## config.mk

```make
export PLATFORM = sky130hd
export DESIGN_NAME = trss_combine
export DESIGN_NICKNAME = d
export VERILOG_FILES = /design/src/rtl/trss_pkg.sv /design/src/rtl/trss_combine.sv
export SDC_FILE = /design/constraint.sdc
export NUM_CORES = 1
export LEC_CHECK = 0
export ABC_AREA = 1
export BUFFER_PORTS_ARGS = -buffer_cell sky130_fd_sc_hd__buf_2
export CAP_MARGIN = 20
export CORE_MARGIN = 1
export CORE_UTILIZATION = 60
export DETAILED_ROUTE_END_ITERATION = 6
export GPL_TIMING_DRIVEN = 0
export PLACE_DENSITY = 0.91
export SLEW_MARGIN = 20
export SYNTH_ARGS = -nofsm -noshare
export SYNTH_HDL_FRONTEND = slang
export SYNTH_SLANG_ARGS = --single-unit
```

## constraint.sdc

```tcl
create_clock -name vclk -period 7.3
set_clock_uncertainty 0.05 [all_clocks]
set_input_delay 0.73 -clock vclk [all_inputs]
set_output_delay 0.73 -clock vclk [all_outputs]
set_load 0.05 [all_outputs]
```

## src/rtl/trss_pkg.sv

```systemverilog
// ----------------------------------------------------------------------------
// trss_pkg
// Shared types and constants of the two real spectrum split unit.
// ----------------------------------------------------------------------------
`default_nettype none

package trss_pkg;

   localparam int MAX_BINS_DEFAULT = 1024;

   localparam int BIN_COUNT_W = 11;
   localparam logic [BIN_COUNT_W-1:0] BIN_COUNT_RESET = 11'd1024;

   localparam int DATA_W  = 24;
   localparam int INDEX_W = 10;

   localparam int RESULT_FIFO_DEPTH = 4;

   typedef enum logic [1:0] {
      KIND_STORE,
      KIND_DC,
      KIND_MID,
      KIND_PAIR
   } kind_type;

   typedef struct packed {
      logic [INDEX_W-1:0]       bin_index;
      logic signed [DATA_W-1:0] first_re;
      logic signed [DATA_W-1:0] first_im;
      logic signed [DATA_W-1:0] second_re;
      logic signed [DATA_W-1:0] second_im;
      logic                     last;
   } result_type;

   // number of result words an item of the given kind produces
   function automatic logic [1:0] result_count(input kind_type kind);
      logic [1:0] n;
      case (kind)
         KIND_STORE: n = 2'd0;
         KIND_DC:    n = 2'd1;
         KIND_MID:   n = 2'd1;
         KIND_PAIR:  n = 2'd2;
         default:    n = 2'd0;
      endcase
      return n;
   endfunction

endpackage

`default_nettype wire

```

## src/rtl/trss_combine.sv

```systemverilog
// ----------------------------------------------------------------------------
// trss_combine
// Separates one packed bin pair into the bins of the two real channels.
// ----------------------------------------------------------------------------
`default_nettype none

module trss_combine (
   input  wire trss_pkg::kind_type              kind,
   input  wire logic [trss_pkg::INDEX_W-1:0]    bin_k,
   input  wire logic [trss_pkg::INDEX_W-1:0]    bin_m,
   input  wire logic signed [trss_pkg::DATA_W-1:0] a_re,
   input  wire logic signed [trss_pkg::DATA_W-1:0] a_im,
   input  wire logic signed [trss_pkg::DATA_W-1:0] mem_re,
   input  wire logic signed [trss_pkg::DATA_W-1:0] mem_im,
   output trss_pkg::result_type                 result0,
   output trss_pkg::result_type                 result1
);

   import trss_pkg::*;

   logic signed [DATA_W-1:0] b_re;
   logic signed [DATA_W-1:0] b_im;
   logic signed [DATA_W:0]   sum_re;
   logic signed [DATA_W:0]   sum_im;
   logic signed [DATA_W:0]   dif_im_ab;
   logic signed [DATA_W:0]   dif_im_ba;
   logic signed [DATA_W:0]   dif_re_ab;
   logic signed [DATA_W:0]   dif_re_ba;

   always_comb begin
      // the middle bin pairs with itself
      b_re = (kind == KIND_MID) ? a_re : mem_re;
      b_im = (kind == KIND_MID) ? a_im : mem_im;

      sum_re    = {a_re[DATA_W-1], a_re} + {b_re[DATA_W-1], b_re};
      sum_im    = {a_im[DATA_W-1], a_im} + {b_im[DATA_W-1], b_im};
      dif_im_ab = {a_im[DATA_W-1], a_im} - {b_im[DATA_W-1], b_im};
      dif_im_ba = {b_im[DATA_W-1], b_im} - {a_im[DATA_W-1], a_im};
      dif_re_ab = {a_re[DATA_W-1], a_re} - {b_re[DATA_W-1], b_re};
      dif_re_ba = {b_re[DATA_W-1], b_re} - {a_re[DATA_W-1], a_re};

      if (kind == KIND_DC) begin
         result0.bin_index = '0;
         result0.first_re  = a_re;
         result0.first_im  = '0;
         result0.second_re = a_im;
         result0.second_im = '0;
         result0.last      = 1'b1;
      end else begin
         result0.bin_index = bin_k;
         result0.first_re  = sum_re[DATA_W:1];
         result0.first_im  = dif_im_ab[DATA_W:1];
         result0.second_re = sum_im[DATA_W:1];
         result0.second_im = dif_re_ba[DATA_W:1];
         result0.last      = (kind == KIND_MID);
      end

      result1.bin_index = bin_m;
      result1.first_re  = sum_re[DATA_W:1];
      result1.first_im  = dif_im_ba[DATA_W:1];
      result1.second_re = sum_im[DATA_W:1];
      result1.second_im = dif_re_ab[DATA_W:1];
      result1.last      = 1'b1;
   end

endmodule

`default_nettype wire

```

==> metrics.csv <==
metric;value;unit
mean routed wirelength per cell;16.9;um
HP Class;input pin to output port;
Area Growth Syn to Fin;17.4;%
Netlist Area Pre-Place;10900;sq um
final hold vios;0;
crit path from;kind[0];
outcome;finished with violations;
post-DP HPWL;36800;um
Post-CTS Setup Bufs;0;
Total GRT Usage;46.8;%
Syn. warnings;0;
CP Class;input pin to output port;
Distinct cells, synth;45;
chip width;137;um
Worst setup endpoint;result0[21];
Worst Path Arrival;4910;ps
# setup viols final;0;
nets@finish;2699;
initial antenna violation count;4;
FMAX;0.176;GHz
placed instance area;12800;sq um
FILL cells;1585;
total routed wirelength;45000;um
final setup TNS;0;ps
Worst slew margin;35.3;%
CP max stage cell;clkbuf_1;
Die Y;137;um
row count;48;
io pins;332;
GP Congestion;1.29;
num sequential;0;
via count;15700;
area of the multi-input gates;8910;sq um
crit-path max FO;10;
total congestion overflow;0;
Critical Path Most Common Cell;nand2_1;
vias in the first global route;14000;
Slew @ Worst Pin;971;ps
post-synthesis cell count;2112;
syn_area_per_cell;5.15;sq um
Final ANT Viol Nets;0;
Die ar.;18700;sq um
hold buffer count at cts;0;
Register Area;0;sq um
CORE AREA;17500;sq um
CTS resizes;0;
Initial Utilization;62.1;%
largest net degree at the start of global routing;11;
vias per std cell;5.90;
drt pass-1 iters;7;
Setup crit end kind;output port;
CP startpoint kind;input pin;
Residual DRC;31;
Crit path required time;6520;ps
Critical Path, Cell by Cell;buf_2, inv_1, ha_1, clkbuf_1, clkbuf_1, o21ai_0, ha_1, buf_2, nand2_1, nor2_2, nand2_1, nor2_1, o21ai_1, nand2_1, nor2_1, nand2_1, nand2_1, nor2_1, buf_2;
first-pass GRT wire length;68000;um
part of the Yosys area used for sequential elements;0;%
Iter 0 DRT Violations;1981;
Worst path max stage delay;770;ps
I/O Buffers;321;
max cap viols;0;
net count after synthesis;2376;
max-slew violation count;0;
layout cell share with drive strength beyond 1;18.8;%
clock buffer count;0;
Tmin final;5690;ps
failing checks;design-rule violations;
unrepaired setup endpoints after global routing;no;
final worst-path cycle share;77.9;%
Non-Filler Cell Area, Final;12800;sq um
## Yosys cell counts (2+ instances only)
cell	instances	area [sq um]
a21o_1	7	52.6
a21oi_1	180	901
a31oi_1	2	12.5
and2_1	35	219
and3_1	2	12.5
buf_1	4	15.0
buf_2	17	85.1
buf_4	32	240
buf_6	8	90.1
clkbuf_1	15	56.3
fa_1	6	120
ha_1	140	1750
inv_1	377	1420
inv_2	18	67.6
nand2_1	584	2190
nand2_2	17	106
nand3_1	110	551
nand3b_1	5	37.5
nand3b_2	2	22.5
nand4_1	30	188
nor2_1	196	736
nor2_2	25	156
nor2_4	5	56.3
nor3_1	10	50.1
nor3_2	2	20.0
nor4_1	3	18.8
o211ai_1	2	15.0
o21a_1	4	30.0
o21ai_0	172	861
o21ai_1	18	90.1
o21ai_2	5	43.8
o21bai_1	15	113
or2_1	2	12.5
xnor2_1	6	52.6
xor2_1	45	394
xor2_2	2	32.5
## cell usage in the layout, fill, tap and decap left out, types with 25 or more instances in the layout
master   count
xor2_1      45
a21oi_1    180
nor2_2      25
o21ai_0    172
nand3_1    110
and2_1      35
buf_2      338
nand4_1     30
ha_1       140
nand2_1    584
nor2_1     196
buf_4       32
inv_1      377
## metal layers
layer / track usage (%) / wire (um) / share of wire (%)
met2: 75.9 / 19400 / 43
met1: 53.0 / 15000 / 33
met5: 0 / 0 / 0
met4: 36.2 / 4060 / 9.0
met3: 10.9 / 6490 / 14
## cells by family (layout without fill, tap and decap cells)
group / count (synthesis) / count (layout) / share of synthesized area (%)
buffers and inverters: 472 / 793 / 18.1
AO/OA/AOI/OAI: 408 / 408 / 19.7
AND/OR/NAND/NOR: 1032 / 1032 / 40.6
other: 1 / 3 / 0.0344
adder cells (fa/ha/maj): 146 / 146 / 17.2
XOR/XNOR: 53 / 53 / 4.40
## worst min-delay path by stage
stage | from | endpoint | cells past startpoint
finish | bin_m[7] | result1[104] | 2
global placement | bin_m[6] | result1[103] | 2
global route | bin_m[4] | result1[101] | 2
floorplan | bin_m[3] | result1[100] | 1
CTS | bin_m[7] | result1[104] | 2
detailed placement | bin_m[7] | result1[104] | 2
## through the flow
stage / std cells / setup slack, ps / util, % / hold slack, ps
2_1_floorplan: 2112 / 2320 / - / 1580
3_3_place_gp: 2658 / 2040 / 72.8 / 1710
3_5_place_dp: 2658 / 1940 / 72.8 / 1710
4_1_cts: 2658 / 1940 / 72.8 / 1710
5_1_grt: 2660 / 1430 / 72.9 / 1710
6_report: 2660 / 1610 / 72.9 / 1710
## worst max-delay path: cells and delay by family
kind	cells	cell delay [ps]
buffers and inverters	6	1770
adder cells (fa/ha/maj)	2	650
AND/OR/NAND/NOR	9	1130
AO/OA/AOI/OAI	2	600
## area by class of cell
type               count  area share, %
inverters            396           11.7
diodes                 2         0.0392
plain buffers         76           3.81
repair buffers       321           12.6
well taps            225           2.20
multi-input cells   1640           69.7
